$ cat src/hdl/msp_pkg.sv
// Shared types, constants and channel-mapping helpers for the multiplexed
// servo pulse generator. No dependencies; used by the top level and its checker.
package msp_pkg;

  localparam int NUM_CHANNELS = 24;
  localparam int NUM_LANES    = 6;
  localparam int NUM_GROUPS   = 4;

  localparam int TICK_W  = 13;
  localparam int TRIM_W  = 8;
  localparam int KIND_W  = 2;
  localparam int CHAN_W  = 5;
  localparam int GROUP_W = 2;
  localparam int LANE_W  = (NUM_LANES > 1) ? $clog2(NUM_LANES) : 1;
  localparam int GRP_W   = (NUM_GROUPS > 1) ? $clog2(NUM_GROUPS) : 1;
  localparam int DIFF_W  = TICK_W + 2;

  localparam logic [TICK_W-1:0] SLOT_RESET = TICK_W'(5000 - 1);
  localparam logic [TICK_W-1:0] WIDTH_MAX  = TICK_W'(4500);

  typedef enum logic [KIND_W-1:0] {
    KIND_TICK,
    KIND_WIDTH,
    KIND_TRIM
  } kind_t;

  typedef logic [NUM_CHANNELS-1:0] levels_t;

  // Group that a channel belongs to.
  function automatic logic [GRP_W-1:0] ch_grp(input logic [CHAN_W-1:0] ch);
    logic [GRP_W-1:0] g;
    g = '0;
    for (int i = 0; i < NUM_CHANNELS; i++) begin
      if (ch == CHAN_W'(i)) g = GRP_W'(i / NUM_LANES);
    end
    return g;
  endfunction

  // Compare lane that a channel uses within its group.
  function automatic logic [LANE_W-1:0] ch_lane(input logic [CHAN_W-1:0] ch);
    logic [LANE_W-1:0] l;
    l = '0;
    for (int i = 0; i < NUM_CHANNELS; i++) begin
      if (ch == CHAN_W'(i)) l = LANE_W'(i % NUM_LANES);
    end
    return l;
  endfunction

  // True when lane l of group g maps onto an existing channel.
  function automatic logic lane_ok(input logic [GRP_W-1:0] g, input int l);
    return (int'(g) * NUM_LANES + l) < NUM_CHANNELS;
  endfunction

  // Next group in the rotation.
  function automatic logic [GRP_W-1:0] grp_inc(input logic [GRP_W-1:0] g);
    return (g == GRP_W'(NUM_GROUPS - 1)) ? '0 : g + GRP_W'(1);
  endfunction

  // Pin bits owned by a group.
  function automatic levels_t grp_mask(input logic [GROUP_W-1:0] g);
    levels_t m;
    m = '0;
    for (int c = 0; c < NUM_CHANNELS; c++) begin
      if (g == GROUP_W'(c / NUM_LANES)) m[c] = 1'b1;
    end
    return m;
  endfunction

endpackage

$ cat src/hdl/multiplexed_servo_pwm_24ch.sv
// Top level of the 24-channel multiplexed servo pulse generator.
// Depends on msp_pkg for constants, the item kind enum and channel mapping.
//
// Usage: every item on the in_ channel is a transfer of one of three kinds:
// a one-microsecond tick, a pulse-width write or a trim write for one channel.
// Each accepted item yields exactly one result transfer on the out_ channel,
// carrying the 24 pin levels, the group driven in the current slot and a flag
// that marks the tick which started a new slot. Writes report the current
// levels without advancing time. The cfg_ channel sets slot_length (ticks per
// slot minus one) and is always ready; write it only while the block is idle.
// An item is registered in the input stage and its result is then loaded into
// the output register. Throughput is one item per cycle while out_ready stays
// high: the width and trim memories are read at each input transfer, for the
// group that follows the slot in progress, so a slot wrap finds the new group's
// row already registered.
// The output register and the input stage part the two sides, so a new item
// is taken while a finished result still waits. When the receiver stalls,
// the result holds and at most one more item is buffered before in_ready falls.
// Reset is synchronous and active low: it clears the tick counter, group,
// levels, lane compares and the per-entry valid bits of both tables (so all
// widths and trims read as zero), and restores slot_length to 4999.
module multiplexed_servo_pwm_24ch
  import msp_pkg::*;
(
  input  logic                    clk,
  input  logic                    rst_n,
  input  logic                    in_valid,
  output logic                    in_ready,
  input  logic [KIND_W-1:0]       in_kind,
  input  logic [CHAN_W-1:0]       in_channel,
  input  logic [TICK_W-1:0]       in_pulse_width,
  input  logic signed [TRIM_W-1:0] in_trim,
  output logic                    out_valid,
  input  logic                    out_ready,
  output logic [NUM_CHANNELS-1:0] out_pin_levels,
  output logic [GROUP_W-1:0]      out_active_group,
  output logic                    out_slot_start,
  input  logic                    cfg_valid,
  output logic                    cfg_ready,
  input  logic [TICK_W-1:0]       cfg_slot_length
);

  // Width and trim tables: one small memory per compare lane, addressed by group.
  logic [TICK_W-1:0] width_mem [NUM_LANES][NUM_GROUPS];
  logic [TRIM_W-1:0] trim_mem  [NUM_LANES][NUM_GROUPS];
  logic              wvld_r    [NUM_LANES][NUM_GROUPS];
  logic              tvld_r    [NUM_LANES][NUM_GROUPS];

  // Registered row of the group that follows the current one.
  logic [TICK_W-1:0] rd_width_r [NUM_LANES];
  logic [TRIM_W-1:0] rd_trim_r  [NUM_LANES];
  logic              rd_wvld_r  [NUM_LANES];
  logic              rd_tvld_r  [NUM_LANES];

  // Slot state.
  logic [TICK_W-1:0] slot_len_r;
  logic [TICK_W-1:0] tick_r, tick_nxt;
  logic [GRP_W-1:0]  grp_r, grp_nxt;
  logic [TICK_W-1:0] cmp_r [NUM_LANES];
  logic [TICK_W-1:0] cmp_nxt [NUM_LANES];
  levels_t           lvl_r, lvl_nxt;

  // Item stage and output register.
  logic              s1_vld_r;
  logic [KIND_W-1:0] s1_kind_r;
  logic              s1_fire;
  logic              in_fire;
  logic              wrap;
  logic              is_tick;
  logic [GRP_W-1:0]  rd_grp;

  logic              out_vld_r;
  levels_t           out_lvl_r;
  logic [GROUP_W-1:0] out_grp_r;
  logic              out_start_r;

  // Write decode.
  logic              wr_ok;
  logic [LANE_W-1:0] wr_lane;
  logic [GRP_W-1:0]  wr_grp;
  logic [TICK_W-1:0] wr_width;

  assign cfg_ready = 1'b1;

  assign s1_fire  = s1_vld_r && (!out_vld_r || out_ready);
  assign in_ready = !s1_vld_r || s1_fire;
  assign in_fire  = in_valid && in_ready;

  assign wr_ok    = in_channel < CHAN_W'(NUM_CHANNELS);
  assign wr_lane  = ch_lane(in_channel);
  assign wr_grp   = ch_grp(in_channel);
  assign wr_width = (in_pulse_width > WIDTH_MAX) ? WIDTH_MAX : in_pulse_width;

  assign is_tick = s1_kind_r == KIND_TICK;
  assign wrap    = is_tick && (tick_r >= slot_len_r);

  // The group after this cycle's item is done; the next item needs the row
  // of the group after that, in case it wraps.
  assign grp_nxt = (s1_fire && wrap) ? grp_inc(grp_r) : grp_r;
  assign rd_grp  = grp_inc(grp_nxt);

  // Tick processing: on a wrap, latch the prefetched row into the lanes and
  // raise the new group's pins; then drop any pin whose compare matches.
  always_comb begin
    logic signed [DIFF_W-1:0] diff;
    logic [TICK_W-1:0]        w;
    logic [TRIM_W-1:0]        t;
    levels_t                  base;
    logic [GRP_W-1:0]         g_use;
    logic [LANE_W-1:0]        ln;

    tick_nxt = wrap ? '0 : tick_r + TICK_W'(1);
    base     = lvl_r;
    if (wrap) base = '0;
    g_use    = wrap ? grp_inc(grp_r) : grp_r;

    for (int l = 0; l < NUM_LANES; l++) begin
      w    = rd_wvld_r[l] ? rd_width_r[l] : '0;
      t    = rd_tvld_r[l] ? rd_trim_r[l]  : '0;
      diff = $signed({2'b00, w}) - $signed({{(DIFF_W-TRIM_W){t[TRIM_W-1]}}, t});
      cmp_nxt[l] = cmp_r[l];
      if (wrap) begin
        if (!lane_ok(g_use, l) || diff[DIFF_W-1]) begin
          cmp_nxt[l] = '0;
        end else if (diff[DIFF_W-2:0] > {1'b0, slot_len_r}) begin
          cmp_nxt[l] = slot_len_r;
        end else begin
          cmp_nxt[l] = diff[TICK_W-1:0];
        end
      end
    end

    lvl_nxt = base;
    for (int c = 0; c < NUM_CHANNELS; c++) begin
      ln = ch_lane(CHAN_W'(c));
      if (ch_grp(CHAN_W'(c)) == g_use) begin
        if (wrap && rd_wvld_r[ln] && rd_width_r[ln] != '0) lvl_nxt[c] = 1'b1;
        if (cmp_nxt[ln] == tick_nxt) lvl_nxt[c] = 1'b0;
      end
    end
  end

  // Table memories: write at the input transfer, read the prefetch row.
  always_ff @(posedge clk) begin
    if (in_fire && wr_ok) begin
      for (int l = 0; l < NUM_LANES; l++) begin
        if (wr_lane == LANE_W'(l)) begin
          if (in_kind == KIND_WIDTH) width_mem[l][wr_grp] <= wr_width;
          if (in_kind == KIND_TRIM)  trim_mem[l][wr_grp]  <= in_trim;
        end
      end
    end
    if (in_fire) begin
      for (int l = 0; l < NUM_LANES; l++) begin
        rd_width_r[l] <= width_mem[l][rd_grp];
        rd_trim_r[l]  <= trim_mem[l][rd_grp];
        rd_wvld_r[l]  <= wvld_r[l][rd_grp];
        rd_tvld_r[l]  <= tvld_r[l][rd_grp];
      end
    end
  end

  // Entry valid bits stand in for clearing the tables at reset.
  always_ff @(posedge clk) begin
    if (!rst_n) begin
      for (int l = 0; l < NUM_LANES; l++) begin
        for (int g = 0; g < NUM_GROUPS; g++) begin
          wvld_r[l][g] <= 1'b0;
          tvld_r[l][g] <= 1'b0;
        end
      end
    end else if (in_fire && wr_ok) begin
      for (int l = 0; l < NUM_LANES; l++) begin
        if (wr_lane == LANE_W'(l)) begin
          if (in_kind == KIND_WIDTH) wvld_r[l][wr_grp] <= 1'b1;
          if (in_kind == KIND_TRIM)  tvld_r[l][wr_grp] <= 1'b1;
        end
      end
    end
  end

  // Control and slot state.
  always_ff @(posedge clk) begin
    if (!rst_n) begin
      slot_len_r <= SLOT_RESET;
      tick_r     <= '0;
      grp_r      <= '0;
      lvl_r      <= '0;
      s1_vld_r   <= 1'b0;
      out_vld_r  <= 1'b0;
      for (int l = 0; l < NUM_LANES; l++) cmp_r[l] <= '0;
    end else begin
      if (cfg_valid) slot_len_r <= cfg_slot_length;
      if (in_fire) begin
        s1_vld_r <= 1'b1;
      end else if (s1_fire) begin
        s1_vld_r <= 1'b0;
      end
      if (s1_fire) begin
        out_vld_r <= 1'b1;
      end else if (out_ready) begin
        out_vld_r <= 1'b0;
      end
      if (s1_fire && is_tick) begin
        tick_r <= tick_nxt;
        grp_r  <= grp_nxt;
        lvl_r  <= lvl_nxt;
        for (int l = 0; l < NUM_LANES; l++) cmp_r[l] <= cmp_nxt[l];
      end
    end
  end

  // Item stage payload and output register payload.
  always_ff @(posedge clk) begin
    if (in_fire) s1_kind_r <= in_kind;
    if (s1_fire) begin
      out_lvl_r   <= is_tick ? lvl_nxt : lvl_r;
      out_grp_r   <= GROUP_W'(grp_nxt);
      out_start_r <= wrap;
    end
  end

  assign out_valid        = out_vld_r;
  assign out_pin_levels   = out_lvl_r;
  assign out_active_group = out_grp_r;
  assign out_slot_start   = out_start_r;

endmodule

$ cat config.mk
export PLATFORM = sky130hd
export DESIGN_NAME = multiplexed_servo_pwm_24ch
export DESIGN_NICKNAME = d
export VERILOG_FILES = /design/src/hdl/msp_pkg.sv /design/src/hdl/multiplexed_servo_pwm_24ch.sv
export SDC_FILE = /design/constraint.sdc
export NUM_CORES = 2
export LEC_CHECK = 0
export ABC_AREA = 1
export BUFFER_PORTS_ARGS = -buffer_cell sky130_fd_sc_hd__buf_2
export CAP_MARGIN = 20
export CORE_MARGIN = 2
export CORE_UTILIZATION = 60
export DETAILED_ROUTE_END_ITERATION = 10
export PLACE_DENSITY = 0.77
export SETUP_SLACK_MARGIN = 0.5
export SLEW_MARGIN = 25
export SYNTH_ARGS = -nofsm -noshare
export SYNTH_HDL_FRONTEND = slang
export SYNTH_SLANG_ARGS = --single-unit
$ cat constraint.sdc
create_clock -name clk -period 6.6 [get_ports clk]
set_clock_uncertainty 0.05 [all_clocks]
set_input_delay 0 -clock clk [delete_from_list [all_inputs] [get_ports clk]]
set_output_delay 0 -clock clk [all_outputs]
set_load 0.05 [all_outputs]
Word level (Yosys, flattened, before mapping)

Memory sizes are Yosys's and may differ from the RTL's.
Index checks and enable logic that the tools add are counted.
Widths: inputs -> output; s select.

Flip-flop bits (word level): 83
RAM bits: 768
Output and inout bits: 30
Word-level logic and storage cells: 590
Memories: 9

Add/sub/neg operators: 14
Multiply operators: 1
Order comparisons: 18
Eq/ne operators: 41
Muxes and demuxes: 385
Bitwise gates (word level): 56
Reduce and logical (&&, ||, !) cells: 56

Memories:

| name        | words | width | read ports | clocked after Yosys merged registers in | write ports | line                             | RTL |
|---|---|---|---|---|---|---|---|
| width_mem   | 6     | 52    | 6          | 0                                       | 1           | multiplexed_servo_pwm_24ch.sv:44 | `logic [TICK_W-1:0] width_mem [NUM_LANES][NUM_GROUPS];` |
| trim_mem    | 6     | 32    | 6          | 0                                       | 1           | multiplexed_servo_pwm_24ch.sv:45 | `logic [TRIM_W-1:0] trim_mem [NUM_LANES][NUM_GROUPS];` |
| cmp_r       | 6     | 13    | 6          | 0                                       | 6           | multiplexed_servo_pwm_24ch.sv:59 | `logic [TICK_W-1:0] cmp_r [NUM_LANES];` |
| rd_width_r  | 6     | 13    | 6          | 0                                       | 6           | multiplexed_servo_pwm_24ch.sv:50 | `logic [TICK_W-1:0] rd_width_r [NUM_LANES];` |
| rd_trim_r   | 6     | 8     | 6          | 0                                       | 6           | multiplexed_servo_pwm_24ch.sv:51 | `logic [TRIM_W-1:0] rd_trim_r [NUM_LANES];` |
| tvld_r      | 6     | 4     | 6          | 0                                       | 6           | multiplexed_servo_pwm_24ch.sv:47 | `logic tvld_r [NUM_LANES][NUM_GROUPS];` |
| +3 memories | n/a   | n/a   | n/a        | n/a                                     | n/a         | n/a                              |  |

Operators with widths:

| kind                  | number |
|---|---|
| $mux 52               | 16 |
| $mux 13               | 45 |
| $mux 32               | 16 |
| $reduce_or 52->1      | 5 |
| $mux 1                | 200 |
| $lt 32x6->1 const B   | 5 |
| $reduce_or 32->1      | 5 |
| $bmux 13 s2           | 6 |
| $mux 8                | 19 |
| $bmux 8 s2            | 6 |
| $mux 3                | 30 |
| $sub 14x8->15         | 6 |
| $gt 14x13->1          | 6 |
| $eq 13x13->1          | 6 |
| $reduce_bool 13->1    | 6 |
| $add 32x3->32 const B | 2 |
| $or 1x1->1            | 54 |
| $mux 24               | 2 |
| $mux 4                | 12 |
| $eq 5x4->1 const B    | 8 |
| $eq 5x5->1 const B    | 8 |
| $mux 2                | 18 |
| $add 32x2->32 const B | 1 |
| $add 32x4->32 const B | 1 |
| other kinds (31)      | 88 |

Depth between registers and ports, before layout

Word-level depth: 34
Depth in mapped cells: 35
Mapped depth without buffers: 34

Worst setup path after synthesis

Ideal clock, no wire load.

Path kind: register to register
Start: register out_vld_r, in the netlist out_valid
End: memory wvld_r[4][2] in the netlist's numbering, enable pin
Library setup time: 0.293 ns
Data arrival time: 5.342 ns
Setup slack: 0.915 ns
Cell stages (with the launch flop): 12
Period minus slack after synthesis: 5.685 ns
Path through: dfxtp_1 > nand3_1 > nand2_1 > inv_1 > nand2_1 > inv_1 > nand3_1 > nor2_1 > inv_1 > nor2_1 > inv_1 > nand2_1

RTL lines:

| what                   | line                              | RTL |
|---|---|---|
| from (decl)            | multiplexed_servo_pwm_24ch.sv:72  | `logic out_vld_r;` |
| from (signal assigned) | multiplexed_servo_pwm_24ch.sv:190 | `out_vld_r <= 1'b0;` |
| from (signal assigned) | multiplexed_servo_pwm_24ch.sv:200 | `out_vld_r <= 1'b1;` |
| from (signal assigned) | multiplexed_servo_pwm_24ch.sv:202 | `out_vld_r <= 1'b0;` |
| to (decl)              | multiplexed_servo_pwm_24ch.sv:46  | `logic wvld_r [NUM_LANES][NUM_GROUPS];` |

==> run summary <==
initial antenna violation count: 0
xor/xnor share of the synthesized area: 0.0102
final WL: 121000 um
Setup crit start: rd_tvld_r[1]
top post-synthesis cells by area: edfxtp_1, nand2_1, ha_1
asr flop ratio synth: 0
Setup TNS Final: 0 ns
NetSw: 3.10 mW
internal power: 9.07 mW
Clk pin slew, worst setup/hold paths: 0.06 ns
simple-gate share of the synthesized area: 0.194
H-tree Lvls: 3
final hold vios: 0
critical path data arrival time: 5.91 ns
Synth top cells by count: nand2_1, edfxtp_1, nor2_1, inv_1, o21ai_0
FF+latch area: 0.0247 mm2
via count: 33700
leakage: 19.4 nW
Routability Congestion: 0.973
endpoint class of the critical path: flop
die width: 271 um
PostCTS Resize Cnt: 0
Synth Net Count: 4721
vias in the first global route: 31400
DR WL/cell: 21.6 um
worst skew pair latency: 0.67 ns
sw frac: 0.255
RSZ-0062 raised after global routing: no
leading area contributor after synthesis: edfxtp_1
min cycle time layout: 5.56 ns
#FFs+latches synth: 851
Clock Tree Buf Depth: 3
top-count cell post-synth: nand2_1
CP max FO: 17
Yosys top cell area share: 0.535
Layout area overhead: 10.7%
die footprint: 0.0736 mm2
fin util: 0.674
Fill cells: 5437
multi-input logic area: 0.0158 mm2
Ports: 76
global-route wire length before repair: 183000 um
vias per cell: 6.02
CP most frequent cell: nand2_1
main combinational cell family by area after synthesis: simple AND/OR/NAND/NOR gates
CTS tree: done
Logic pwr share: 0.108
post-synthesis adder-cell area fraction: 0.0562
Congestion Overflow GR: 0
Compound-Gate Fraction of Synth Area: 0.106
Rows: 97
core area: 0.0704 mm2
mux cell area share after synthesis: 0
Post-synth EDFFs: 763
Finish-stage setup viols: 0
die height: 271 um
Max-slew headroom: 0.246
share of cells above drive strength 1: 0.0793
Pwr Density: 256 mW/mm2
sequential power share: 0.494
hold slack: 0.0356 ns
most frequently used flop master after synthesis: edfxtp_1
drt drc: 0
Root Buffer: clkbuf_16
dpl hpwl: 80100 um
syn_area_per_cell: 9.55 um2
Layout Nets: 4818
count of input and output buffers: 74
Mapped Cells: 4486
Pre-Repair DR Iteration Count: 6
Syn. warnings: 0
hold_sp: cfg_valid
Post-DRT Antenna Nets: 0
Slew Limit Fails: 0
sequential area share after synthesis: 0.576
Mapped Area: 0.0428 mm2
gr usage total: 0.325
slowest stage delay, CP: 0.49 ns
Max Cap Violations: 0
Tcrit/Tclk final: 0.842
Data required, critical path: 6.95 ns
Yosys cell types: 54
Hold Crit Class: primary input to flop
Setup crit start kind: flop
Initial Util: 0.609
Least-Margin Pin Slew: 1.13 ns
Num CTS Buffers: 88
largest net degree at the start of global routing: 207
Slowest cell on crit path: edfxtp_1
status: complete, no violations
DR iter-0 viols: 4563
Max Clock Freq: 180 MHz
Worst VDD drop: 0.252 mV
Clk pwr share: 0.399
clock sinks: 851
CP Class: flop to flop
reg2reg start: rd_tvld_r[1]
==> per-stage QoR <==
stage / power [mW] / worst slack, ns / cell area [um2] / std cells
6_report: 12.2 / 1.04 / 47400 / 5598
5_1_grt: 12.5 / 0.545 / 47400 / 5596
4_1_cts: 12.2 / 1.16 / 47400 / 5596
3_5_place_dp: 7.37 / 1.26 / 44300 / 5396
3_3_place_gp: 7.35 / 1.33 / 44300 / 5396
2_1_floorplan: 6.99 / 0.915 / 42800 / 4486
==> layout make-up <==
| cell class | instances | share of cell area |
|---|---|---|
| Inverter | 447 | 0.0356 |
| Clock inverter | 40 | 0.00846 |
| Clock buffer | 123 | 0.0505 |
| Timing Repair Buffer | 183 | 0.0283 |
| Tap cell | 940 | 0.0248 |
| Sequential cell | 851 | 0.520 |
| Multi-Input combinational cell | 3012 | 0.332 |
| Antenna cell | 2 | 0.000105 |
==> power groups by stage <==
stage	Clock, mW	Sequential [mW]	Combinational, mW
6_report	4.85	6.00	1.31
5_1_grt	5.08	6.01	1.45
4_1_cts	4.87	6.00	1.28
3_5_place_dp	0	6.11	1.26
3_3_place_gp	0	6.11	1.24
2_1_floorplan	0	6.12	0.870
==> state kept, by name, summed over array words and instances, names as in the netlist <==
register	count
s1_kind_r	2
tvld_r	24
grp_r	2
rd_tvld_r	6
out_valid	1
lvl_r	24
tick_r	13
out_pin_levels	24
rd_width_r	78
wvld_r	24
slot_len_r	13
rd_wvld_r	6
width_mem	312
rd_trim_r	48
s1_vld_r	1
out_slot_start	1
trim_mem	192
cmp_r	78
out_active_group	2
==> routing by layer <==
metal | share of wire | up-vias | global-route usage
li1 | - | 15700 | -
met1 | 0.39 | 15900 | 0.437
met2 | 0.46 | 1796 | 0.518
met3 | 0.10 | 358 | 0.0570
met4 | 0.053 | 0 | 0.153
met5 | 0 | - | 0
==> repair_timing <==
item,CTS,global route
setup buffers,0,0
hold buffers,37,0
endpoints found under the hold margin,321,0
==> cell families (layout without fill, tap and decap cells) <==
kind of cell               count (synthesis)  after routing
AOI/OAI and AO/OA                        818            818
buffers and inverters                    623            793
other                                      1              3
xor gates and xnor gates                  50             50
DFF                                      851            851
adders and majority gates                189            189
and+or+nand+nor                         1954           1954
==> layout by cell type, fill, tap and decap left out, drive strengths merged, types with 3 or more instances in the layout <==
master | synthesis | routed
nand2 | 956 | 956
edfxtp | 763 | 763
nor2 | 538 | 538
inv | 434 | 436
o21ai | 389 | 389
nand3 | 315 | 315
a21oi | 191 | 191
ha | 183 | 183
o22ai | 151 | 151
buf | 69 | 146
clkbuf | 107 | 123
dfxtp | 88 | 88
nand4 | 53 | 53
clkinv | 13 | 43
xor2 | 40 | 40
dlygate4sd3 | 0 | 37
nor3 | 35 | 35
o21a | 33 | 33
nand3b | 26 | 26
o21bai | 24 | 24
nor4 | 14 | 14
or2 | 13 | 13
xnor2 | 10 | 10
o211ai | 7 | 7
a21o | 6 | 6
fa | 6 | 6
o311ai | 6 | 6
clkinvlp | 0 | 4
bufinv | 0 | 4
a21boi | 3 | 3
o31ai | 3 | 3
==> critical path: cells and delay by family, from the launching register on <==
| kind | cells | cell delay (ns) |
|---|---|---|
| AOI/OAI and AO/OA | 1 | 0.09 |
| adders and majority gates | 2 | 0.78 |
| and+or+nand+nor | 23 | 3.56 |
| DFF | 1 | 0.49 |
| buffers and inverters | 2 | 0.30 |
==> final timing paths <==
| path | to | slack [ns] | cells after the start |
|---|---|---|---|
| setup / recovery | out_pin_levels[13] | 1.04 | 28 |
| hold / removal | slot_len_r[11] | 0.04 | 3 |
| setup reg to reg | out_pin_levels[13] | 1.04 | 28 |
| hold reg to reg | wvld_r[1][2] | 0.41 | 1 |
(Power assumes the default switching activity.)
